===== src/rtl/pgtp_pkg.sv =====
// ----------------------------------------------------------------------------
// pgtp_pkg
// Shared types, constants and the arctangent table for the go-to-point
// drive controller.
// ----------------------------------------------------------------------------
package pgtp_pkg;

    localparam int ACC_W      = 62;
    localparam int MUL_A_W    = 34;
    localparam int MUL_B_W    = 26;
    localparam int ROOT_W     = 51;
    localparam int CRD_W      = 44;
    localparam int ANG_W      = 25;
    localparam int ATAN_IDX_W = 5;

    localparam logic [2:0] REG_TARGET_X = 3'd0;
    localparam logic [2:0] REG_TARGET_Y = 3'd1;
    localparam logic [2:0] REG_KP_TURN  = 3'd2;
    localparam logic [2:0] REG_KI_TURN  = 3'd3;
    localparam logic [2:0] REG_KD_TURN  = 3'd4;
    localparam logic [2:0] REG_KP_DRIVE = 3'd5;
    localparam logic [2:0] REG_KI_DRIVE = 3'd6;
    localparam logic [2:0] REG_KD_DRIVE = 3'd7;

    localparam logic signed [ANG_W-1:0] DEG180_FINE = 25'sd5898240;
    localparam logic signed [18:0] FULL_TURN = 19'sd46080;
    localparam logic signed [18:0] NEG_HALF_TURN = -19'sd23040;
    localparam logic [49:0] TOL_SQ = 50'd65536;
    localparam logic signed [51:0] DRIVE_MIN = 52'sd640;
    localparam logic signed [51:0] DRIVE_MAX = 52'sd3840;

    typedef struct packed {
        logic clr;
        logic issue;
    } t_mac_ctl;

    function automatic logic signed [ANG_W-1:0] atan_fine(input logic [ATAN_IDX_W-1:0] idx);
        logic signed [ANG_W-1:0] v;
        case (idx)
            5'd0:  v = 25'sd1474560;
            5'd1:  v = 25'sd870484;
            5'd2:  v = 25'sd459940;
            5'd3:  v = 25'sd233473;
            5'd4:  v = 25'sd117189;
            5'd5:  v = 25'sd58652;
            5'd6:  v = 25'sd29333;
            5'd7:  v = 25'sd14667;
            5'd8:  v = 25'sd7334;
            5'd9:  v = 25'sd3667;
            5'd10: v = 25'sd1833;
            5'd11: v = 25'sd917;
            5'd12: v = 25'sd458;
            5'd13: v = 25'sd229;
            5'd14: v = 25'sd115;
            5'd15: v = 25'sd57;
            5'd16: v = 25'sd29;
            5'd17: v = 25'sd14;
            5'd18: v = 25'sd7;
            5'd19: v = 25'sd4;
            5'd20: v = 25'sd2;
            5'd21: v = 25'sd1;
            default: v = 25'sd0;
        endcase
        return v;
    endfunction

endpackage


===== src/rtl/pgtp_root.sv =====
// ----------------------------------------------------------------------------
// pgtp_root
// Integer square root, one result bit per cycle.
// ----------------------------------------------------------------------------
module pgtp_root (
    input  logic        i_clk,
    input  logic        i_rst_n,
    input  logic        i_start,
    input  logic [49:0] i_sq,
    output logic [24:0] o_root,
    output logic        o_done
);
    import pgtp_pkg::*;

    logic [ROOT_W-1:0] r_rem, r_root, r_bit;
    logic [ROOT_W-1:0] trial;
    logic              r_busy, r_done;

    assign trial = r_root + r_bit;

    always_ff @(posedge i_clk) begin
        if (!i_rst_n) begin
            r_busy <= 1'b0;
            r_done <= 1'b0;
        end else if (i_start) begin
            r_busy <= 1'b1;
            r_done <= 1'b0;
        end else if (r_busy && r_bit[0]) begin
            r_busy <= 1'b0;
            r_done <= 1'b1;
        end
    end

    always_ff @(posedge i_clk) begin
        if (i_start) begin
            r_rem  <= ROOT_W'(i_sq);
            r_root <= '0;
            r_bit  <= ROOT_W'(1) << 48;
        end else if (r_busy) begin
            if (r_rem >= trial) begin
                r_rem  <= r_rem - trial;
                r_root <= (r_root >> 1) + r_bit;
            end else begin
                r_root <= r_root >> 1;
            end
            r_bit <= r_bit >> 2;
        end
    end

    assign o_root = r_root[24:0];
    assign o_done = r_done;

endmodule


===== config.mk =====
export PLATFORM = sky130hd
export DESIGN_NAME = pgtp_root
export DESIGN_NICKNAME = d
export VERILOG_FILES = /design/src/rtl/pgtp_pkg.sv /design/src/rtl/pgtp_root.sv
export SDC_FILE = /design/constraint.sdc
export NUM_CORES = 1
export LEC_CHECK = 0
export BUFFER_PORTS_ARGS = -buffer_cell sky130_fd_sc_hd__buf_2
export CAP_MARGIN = 20
export CORE_AREA = 8 8 194 196
export CTS_BUF_LIST = sky130_fd_sc_hd__clkbuf_4 sky130_fd_sc_hd__clkbuf_8
export DETAILED_ROUTE_END_ITERATION = 16
export DIE_AREA = 0 0 202 204
export GPL_ROUTABILITY_DRIVEN = 0
export HOLD_SLACK_MARGIN = 0.03
export PLACE_DENSITY = 0.51
export REMOVE_ABC_BUFFERS = 1
export SLEW_MARGIN = 20
export SYNTH_ARGS = -nofsm -noshare
export SYNTH_HDL_FRONTEND = slang
export SYNTH_SLANG_ARGS = --single-unit

===== constraint.sdc =====
create_clock -name i_clk -period 19.3 [get_ports i_clk]
set_input_delay 2.895 -clock i_clk [delete_from_list [all_inputs] [get_ports i_clk]]
set_output_delay 2.895 -clock i_clk [all_outputs]
set_load 0.005 [all_outputs]

==> metrics.yaml <==
cts:
  root_buffer: "clkbuf_8"
  numCtsBuffers: 17
  cts.sinks: 129
  clock_path_buffers: 2
  clkLatencyLatePin_ns: 0.48
  path_clk_slew_ns: 0.08
  post_cts_resized: 0
  hold_buffers: 0
  cts_tree: "yes"
  post-cts-setup-buffers: 0
  ctsHtreeMaxLevel: 4
placed_design:
  port_buffers: 78
  dpl.hpwl_mm: 28.1
  dpl_cell_area_mm2: 0.0125
  place_inst: 1971
timing:
  fmax_mhz: 146
  report.final.slew_viol_count: 0
  rsz0062_at_grt: "false"
  post-route-period-util_pct: 35.6
  fin_tns_setup_ns: 0
  final_hold_viol_count: 0
  finalSetupViolCount: 0
  maxSlewHeadroom_pct: 27.7
  fin_crit_ns: 6.87
  finClkSkew_ns: 0.0245
  tightest_slew_ns: 1.08
detailed_routing:
  num_vias: 11200
  dr.pass1.iters: 5
  wl_mm: 37.0
  drtIter0Drc: 764
  avgRoutedWirePerCell_um: 18.5
  viasPerCell: 5.59
  ant_nets: 0
  drcViolationCount: 0
synth:
  ys_ff_latch: 129
  synth_edf_count: 50
  synth_top_area_share_pct: 13.2
  synth_cell_types: 79
  syn_area_mm2: 0.0120
  yosysMostFrequentCell: "nand2_1"
  netlist_top_cells_count: "nand2_1 (173), nor2_1 (159), o21ai_0 (123), a21oi_1 (116), ha_1 (103)"
  async_flop_share_pct: 0
  synth_flop_cell: "dfxtp_1"
  synth_cells: 1526
  synth_seq_area_share_pct: 25.8
  ys_warn_count: 0
  synthTopCellsByArea: "dfxtp_1 (13%), edfxtp_1 (13%), ha_1 (11%)"
  syn_area_per_cell_um2: 7.84
  yosys.area.top_type: "dfxtp_1"
critical_path:
  crit_slowest_cell: "a211oi_2"
  path_max_fanout: 60
  endpoint_kind: "register"
  critical-path-max-stage-delay_ns: 0.88
  crit_chain: "ha_1 > ha_1 > a21oi_1 > o21bai_1 > a31o_2 > a21oi_1 > o21ai_1 > nor2_1 > o311ai_1 > nor4b_1 > a2111oi_0 > ha_1 > and4_1 > a2bb2oi_1 > o21ai_1 > a211oi_1 > o21ai_1 > a211oi_2 > and2_4 > o21ai_4 > buf_4"
  critPathLaunchType: "register"
  reg2reg_from: "r_bit[0]"
  cp.arrival_ns: 7.00
  criticalPathCategory: "reg -> reg"
  startpoint: "r_bit[0]"
  required_ns: 19.43
global_routing:
  antenna_found_initial: 0
  grt_max_degree: 77
  grt_pass1_wl_mm: 60.3
  overflow: 0
  grt_pass1_vias: 11300
  grtUsageTotal_pct: 17.9
cells_and_area:
  fin_nets: 1686
  multi_input_area_mm2: 0.00828
  drive_gt1_share_pct: 9.99
  area_growth_pct: 8.17
  ff_latch_area_mm2: 0.00309
  fillers: 3701
  post_layout_nonfiller_instances: 2003
  final_cell_area_mm2: 0.0129
  diodes: 0
power:
  powerDensity_mw_per_mm2: 134
  ir_drop_v: 0.0000646
  p_leak_nw: 4.92
floorplanning:
  start_util_pct: 34.4
  die_area_mm2: 0.0412
  rows: 69
  fp.coreArea_mm2: 0.0348
  die_width_um: 202
  boundaryPins: 79
  die_y_um: 204
status:
  run_status: "completed"
flow_run:
  drv_cap: 0
min_path:
  worstHoldStart: "r_root[0]"
  hp-class: "reg -> reg"
-- sequential cells by signal, indices dropped and copies added, names as in the netlist --
| name | cells |
|---|---|
| r_rem | 51 |
| r_root | 51 |
| r_bit | 25 |
| o_done | 1 |
| r_busy | 1 |
-- worst max-delay path: cells and delay by family, from the launching register on --
kind            cells  cell delay (ns)
compound gates     13             3.39
fa+ha+maj           3             0.86
buf+inv             1             0.36
flops               1             0.36
simple gates        4             1.43
-- placed cells by master (no fill, tap or decap), drive strengths merged, types with 4 or more instances in the layout --
cell | synthesis | routed
nor3b | 4 | 4
a21o | 24 | 24
edfxtp | 50 | 50
ha | 103 | 103
and3 | 12 | 12
clkbuf | 65 | 22
nor2b | 15 | 15
o21a | 18 | 18
a21boi | 6 | 6
o31ai | 22 | 22
and2 | 16 | 16
nor2 | 159 | 159
bufinv | 0 | 4
a221oi | 5 | 5
buf | 35 | 84
mux2 | 10 | 10
nand3 | 33 | 33
a31o | 12 | 12
xor2 | 51 | 51
o21ai | 129 | 129
or3 | 21 | 21
xnor2 | 56 | 56
and4 | 6 | 6
a21oi | 117 | 117
o21bai | 22 | 22
a211oi | 23 | 23
inv | 33 | 36
nand2 | 173 | 173
o31a | 5 | 5
nor3 | 21 | 21
a31oi | 46 | 46
mux2i | 38 | 38
a311oi | 26 | 26
dfxtp | 79 | 79
o211ai | 10 | 10
nand2b | 7 | 7
nand4 | 28 | 28
-- per-stage QoR --
step	power (mW)	hold slack (ns)	setup WS [ns]	util [%]
6_report	1.74	0.509	12.43	37.2
5_1_grt	1.88	0.541	11.86	37.2
4_1_cts	1.74	0.512	12.41	37.2
3_5_place_dp	1.46	0.500	12.45	35.9
3_3_place_gp	1.46	0.500	12.75	35.9
2_1_floorplan	1.18	0.472	10.98	-
-- where the power goes --
group	total (mW)	internal, mW	switching [mW]	leakage, nW
Sequential	0.441	0.377	0.0643	1.15
Combinational	1.02	0.385	0.636	3.54
Clock	0.274	0.152	0.123	0.232
-- area by class of cell --
| type | instances | area share, % |
|---|---|---|
| flip-flops and latches | 129 | 23.9 |
| clock inverters | 10 | 1.19 |
| multi-input cells | 1264 | 64.0 |
| inverters | 33 | 0.957 |
| repair buffers | 84 | 3.38 |
| clock buffers | 22 | 2.20 |
| well taps | 461 | 4.46 |
-- path summary, 6_finish.rpt --
kind | endpoint | slack (ns) | depth (start not counted)
worst max-delay path | r_rem[49] | 12.43 | 21
worst max register to register | r_rem[49] | 12.43 | 21
worst min register to register | r_root[0] | 0.51 | 2
worst min-delay path | r_root[0] | 0.51 | 2
-- cells by family (layout without fill, tap and decap cells) --
logic type / Yosys count / in the layout / share of synthesized area, %
XOR/XNOR: 107 / 107 / 7.83
buffers and inverters: 133 / 149 / 5.14
multiplexers: 48 / 48 / 4.12
AND/OR/NAND/NOR: 505 / 505 / 19.2
AO/OA/AOI/OAI: 500 / 500 / 27.0
flip-flops: 129 / 129 / 25.8
adder cells (fa/ha/maj): 104 / 104 / 10.9
-- layer usage --
metal  vias to the layer above  part of all wire (%)  track usage [%]  routed length [um]
li1                       5633                     -                -                   -
met1                      5249                    46             22.4               17000
met2                       255                    47             30.8               17500
met3                        56                   4.2             3.23                1540
met4                         0                   2.5             6.05                 926
met5                         -                     0                0                   0
No activity file was read; power rests on OpenSTA's default activity.
