==> config.mk <==
export PLATFORM = sky130hd
export DESIGN_NAME = pgtp_mac
export DESIGN_NICKNAME = d
export VERILOG_FILES = /design/src/rtl/pgtp_pkg.sv /design/src/rtl/pgtp_mac.sv
export SDC_FILE = /design/constraint.sdc
export NUM_CORES = 2
export LEC_CHECK = 0
export BUFFER_PORTS_ARGS = -buffer_cell sky130_fd_sc_hd__buf_2
export CAP_MARGIN = 20
export CORE_ASPECT_RATIO = 0.8
export CORE_UTILIZATION = 55
export DETAILED_ROUTE_END_ITERATION = 7
export GPL_TIMING_DRIVEN = 0
export PLACE_DENSITY_LB_ADDON = 0.25
export SLEW_MARGIN = 20
export SYNTH_ARGS = -nofsm -noshare
export SYNTH_HDL_FRONTEND = slang
export SYNTH_SLANG_ARGS = --single-unit
==> constraint.sdc <==
create_clock -name i_clk -period 14.1 [get_ports i_clk]
set_input_delay 1.41 -clock i_clk [delete_from_list [all_inputs] [get_ports i_clk]]
set_output_delay 1.41 -clock i_clk [all_outputs]
set_load 0.01 [all_outputs]
==> src/rtl/pgtp_pkg.sv <==
// ----------------------------------------------------------------------------
// pgtp_pkg
// Shared types, constants and the arctangent table for the go-to-point
// drive controller.
// ----------------------------------------------------------------------------
package pgtp_pkg;

    localparam int ACC_W      = 62;
    localparam int MUL_A_W    = 34;
    localparam int MUL_B_W    = 26;
    localparam int ROOT_W     = 51;
    localparam int CRD_W      = 44;
    localparam int ANG_W      = 25;
    localparam int ATAN_IDX_W = 5;

    localparam logic [2:0] REG_TARGET_X = 3'd0;
    localparam logic [2:0] REG_TARGET_Y = 3'd1;
    localparam logic [2:0] REG_KP_TURN  = 3'd2;
    localparam logic [2:0] REG_KI_TURN  = 3'd3;
    localparam logic [2:0] REG_KD_TURN  = 3'd4;
    localparam logic [2:0] REG_KP_DRIVE = 3'd5;
    localparam logic [2:0] REG_KI_DRIVE = 3'd6;
    localparam logic [2:0] REG_KD_DRIVE = 3'd7;

    localparam logic signed [ANG_W-1:0] DEG180_FINE = 25'sd5898240;
    localparam logic signed [18:0] FULL_TURN = 19'sd46080;
    localparam logic signed [18:0] NEG_HALF_TURN = -19'sd23040;
    localparam logic [49:0] TOL_SQ = 50'd65536;
    localparam logic signed [51:0] DRIVE_MIN = 52'sd640;
    localparam logic signed [51:0] DRIVE_MAX = 52'sd3840;

    typedef struct packed {
        logic clr;
        logic issue;
    } t_mac_ctl;

    function automatic logic signed [ANG_W-1:0] atan_fine(input logic [ATAN_IDX_W-1:0] idx);
        logic signed [ANG_W-1:0] v;
        case (idx)
            5'd0:  v = 25'sd1474560;
            5'd1:  v = 25'sd870484;
            5'd2:  v = 25'sd459940;
            5'd3:  v = 25'sd233473;
            5'd4:  v = 25'sd117189;
            5'd5:  v = 25'sd58652;
            5'd6:  v = 25'sd29333;
            5'd7:  v = 25'sd14667;
            5'd8:  v = 25'sd7334;
            5'd9:  v = 25'sd3667;
            5'd10: v = 25'sd1833;
            5'd11: v = 25'sd917;
            5'd12: v = 25'sd458;
            5'd13: v = 25'sd229;
            5'd14: v = 25'sd115;
            5'd15: v = 25'sd57;
            5'd16: v = 25'sd29;
            5'd17: v = 25'sd14;
            5'd18: v = 25'sd7;
            5'd19: v = 25'sd4;
            5'd20: v = 25'sd2;
            5'd21: v = 25'sd1;
            default: v = 25'sd0;
        endcase
        return v;
    endfunction

endpackage

==> src/rtl/pgtp_mac.sv <==
// ----------------------------------------------------------------------------
// pgtp_mac
// Shared multiplier with a registered product and an accumulator.
// ----------------------------------------------------------------------------
module pgtp_mac (
    input  logic                                 i_clk,
    input  logic                                 i_rst_n,
    input  pgtp_pkg::t_mac_ctl                   i_ctl,
    input  logic signed [pgtp_pkg::ACC_W-1:0]    i_init,
    input  logic signed [pgtp_pkg::MUL_A_W-1:0]  i_a,
    input  logic signed [pgtp_pkg::MUL_B_W-1:0]  i_b,
    output logic signed [pgtp_pkg::ACC_W-1:0]    o_acc
);
    import pgtp_pkg::*;

    localparam int PROD_W = MUL_A_W + MUL_B_W;

    logic signed [PROD_W-1:0] r_prod;
    logic                     r_pv;
    logic signed [ACC_W-1:0]  r_acc;

    always_ff @(posedge i_clk) begin
        if (!i_rst_n) begin
            r_pv <= 1'b0;
        end else begin
            r_pv <= i_ctl.issue;
        end
    end

    always_ff @(posedge i_clk) begin
        r_prod <= i_a * i_b;
        if (i_ctl.clr) begin
            r_acc <= i_init;
        end else if (r_pv) begin
            r_acc <= r_acc + ACC_W'(r_prod);
        end
    end

    assign o_acc = r_acc;

endmodule

==> impl_results.rst <==
.. list-table::
   :header-rows: 1

   * - Metric
     - Value
   * - Outcome
     - complete, no violations
   * - Crit path buf inv count
     - 7
   * - Total number of vias
     - 30490
   * - # resized after CTS
     - 0
   * - Post-placement cell count
     - 5241
   * - Dominant combinational cell family by area after synthesis
     - adder cells
   * - Non-filler cells in the finished layout
     - 5283
   * - Clock skew after layout
     - 15.41 ps
   * - CP startpoint kind
     - input port
   * - Rel. slew slack
     - 17.35%
   * - Synthesized-area fraction occupied by ao, oa, aoi and oai cells
     - 7.717%
   * - Worst EP arrival
     - 9960 ps
   * - Most used cell along the critical path
     - sky130_fd_sc_hd__fa_1
   * - Count of maximum capacitance violations
     - 0
   * - Setup Viol. Count Final
     - 0
   * - Largest fanout on the critical path
     - 10
   * - Cell row count
     - 85
   * - Number of buffer cells added on primary ports
     - 182
   * - Post-Synth XOR/XNOR Area
     - 2.281%
   * - Total routing usage reported by global routing
     - 36.88%
   * - Global-route wire length before repair
     - 188.3 mm
   * - Crit-path slowest cell
     - sky130_fd_sc_hd__clkbuf_1
   * - Fin Setup TNS
     - 0 ps
   * - Area share of the largest cell type after synthesis
     - 47.55%
   * - Warning count from the yosys run
     - 0
   * - Simple-gate share of the synthesized area
     - 15.93%
   * - Most instantiated flip-flop cell in the synthesis netlist
     - sky130_fd_sc_hd__edfxtp_1
   * - Post-layout min period
     - 9639 ps
   * - Achievable frequency
     - 103.8 MHz
   * - Final Max Slew Viols
     - 0
   * - Commonest cells in the netlist
     - sky130_fd_sc_hd__fa_1 (903), sky130_fd_sc_hd__inv_1 (903), sky130_fd_sc_hd__nand2_1 (619)
   * - Number of global-route vias before repair
     - 31200
   * - Half-perimeter wire length of the detailed placement result
     - 103.3 mm
   * - Gate Count Post-Synth
     - 4145
   * - Multiplexer area fraction after synthesis
     - 0.08557%
   * - Post-route DRC violation count
     - 0
   * - Effective utilization at floorplan
     - 56.03%
   * - Fin util
     - 60.02%
   * - Area leader, netlist
     - sky130_fd_sc_hd__fa_1
   * - Number of different library cells in the post-synthesis netlist
     - 93
   * - Critical path start-end classification
     - input port to register
   * - EDFF count, synth
     - 62
   * - Top Family by Delay on Critical Path
     - adder cells
   * - Peak per-stage delay on the critical path
     - 890 ps
   * - Reg clk slew, reported paths
     - 60 ps
   * - Clock tree from TritonCTS
     - built
   * - Total die area
     - 70190 um2
   * - Post-CTS setup repair buffer count
     - 0
   * - Initial antenna violation count
     - 8
   * - Layout Area Growth over Synthesis
     - 7.125%
   * - Synthesized Nets
     - 5397
   * - Number of routed nets with antenna violations
     - 0
   * - Placeable core area
     - 67850 um2
   * - Clock Latency Late Sink
     - 430 ps
   * - Number of iterations in the first detailed-routing pass
     - 5
   * - Buffer type at the clock tree root
     - sky130_fd_sc_hd__clkbuf_16
   * - Num Clock Sinks
     - 123
   * - Unrepaired setup endpoints after global routing
     - no
   * - Number of buffers added to fix hold violations after cts
     - 0
   * - DR vias/cell
     - 5.771
   * - Grt ovf
     - 0
   * - Pin count of the biggest net entering global routing
     - 47
   * - Hold violation count in the final report
     - 0
   * - Post-synthesis sequential area ratio
     - 8.109%
   * - Fraction of final layout cells with drive strength greater than 1
     - 6.284%
   * - Worst EP required
     - 14420 ps
   * - #FFs+latches synth
     - 123
   * - Height of the die
     - 237.2 um
   * - Share of the clock period used by the worst path
     - 68.36%
   * - Number of nets in the final layout
     - 5599
   * - Gp weighted congestion
     - 1.061
   * - Worst hold-check path type
     - register to register
   * - Boundary pin count
     - 188
   * - Die Wd
     - 296.0 um
   * - Worst Max-Slew Pin Slew
     - 1240 ps
   * - Clock tree buffer depth
     - 2
   * - Synth area leaders
     - sky130_fd_sc_hd__fa_1 (48%), sky130_fd_sc_hd__inv_1 (8.9%), sky130_fd_sc_hd__ha_1 (7.3%), sky130_fd_sc_hd__and2_1 (6.2%), sky130_fd_sc_hd__nand2_1 (6.1%)
   * - Cell Area, Synth
     - 38020 um2
   * - Violation count after the first detailed-route iteration
     - 3029
   * - H-Tree Depth
     - 4
   * - Fraction of the mapped netlist area in adder cells
     - 54.89%
   * - Average instance area after synthesis
     - 9.172 um2
   * - Critical Path End Type
     - register
   * - Drt wl/cell
     - 23.60 um
   * - Asr flop ratio synth
     - 0%
   * - TritonCTS buffer count
     - 17
   * - Wire length reported by the detailed router
     - 124.7 mm
==> tightest hold or removal path: stages, from the launching register on <==
cell and delay [ps]:
sky130_fd_sc_hd__dfxtp_1 330, sky130_fd_sc_hd__ha_1 120, sky130_fd_sc_hd__mux2_2 130
==> sequential cells by signal, indices dropped and copies added, names as in the netlist <==
register / cells
r_prod: 60
o_acc: 62
r_pv: 1
==> path summary, 6_finish.rpt <==
kind | startpoint | to | slack, ps | cells after the start
worst max-delay path | i_b[19] | r_prod[59]$_DFF_P_ | 4460 | 25
worst min-delay path | r_prod[0]$_DFF_P_ | o_acc[0]$_DFFE_PP_ | 680 | 2
worst max register to register | o_acc[0]$_DFFE_PP_ | o_acc[54]$_DFFE_PP_ | 10420 | 12
worst min register to register | r_prod[0]$_DFF_P_ | o_acc[0]$_DFFE_PP_ | 680 | 2
==> layer usage <==
layer,vias to the layer above,wire length (um),global-route usage [%]
met5,-,32,0
met4,4,6855,16.89
met3,346,16360,12.08
met2,1808,52850,52.99
met1,15400,48590,50.74
li1,12930,-,-
==> kinds of logic after synthesis <==
logic type,after synthesis
buf+inv,1098
mux,3
flops,123
simple gates,1256
fa+ha+maj,1126
xor+xnor,99
compound gates,440
==> stage by stage <==
stage / setup slack [ps] / hold slack [ps] / area, um2
detailed placement: 4359 / 683.1 / 40100
CTS: 4763 / 692.7 / 40700
global placement: 4300 / 693.1 / 40070
finish: 4461 / 679.7 / 40730
global route: 4242 / 709.6 / 40700
floorplan: 6339 / 619.7 / 38020
==> cell usage in the layout, fill, tap and decap left out, types with 22 or more instances in the layout <==
cell type,n
sky130_fd_sc_hd__edfxtp_1,62
sky130_fd_sc_hd__buf_2,186
sky130_fd_sc_hd__xnor2_1,63
sky130_fd_sc_hd__o21ai_0,95
sky130_fd_sc_hd__nor2_1,103
sky130_fd_sc_hd__xor2_1,36
sky130_fd_sc_hd__a21o_1,49
sky130_fd_sc_hd__nand3_1,29
sky130_fd_sc_hd__a21oi_1,121
sky130_fd_sc_hd__nand4_1,22
sky130_fd_sc_hd__inv_1,903
sky130_fd_sc_hd__nor3_1,26
sky130_fd_sc_hd__ha_1,223
sky130_fd_sc_hd__fa_1,902
sky130_fd_sc_hd__dfxtp_1,61
sky130_fd_sc_hd__and2_1,376
sky130_fd_sc_hd__nand2_1,619
sky130_fd_sc_hd__clkbuf_1,177
==> layout make-up <==
cell class,instances,area [um2]
Clock inverter,12,106.4
Inverter,904,3393
Fill cell,6147,27120
Antenna cell,10,25.02
Multi-Input combinational cell,2924,30760
Buffer,194,789.5
Timing Repair Buffer,183,938.4
Clock buffer,20,489.2
Tap cell,913,1142
Sequential cell,123,3083
Power is left out: the tool's default activity adds up to more than one toggle a clock period on the data nets, which glitch-free logic cannot reach.
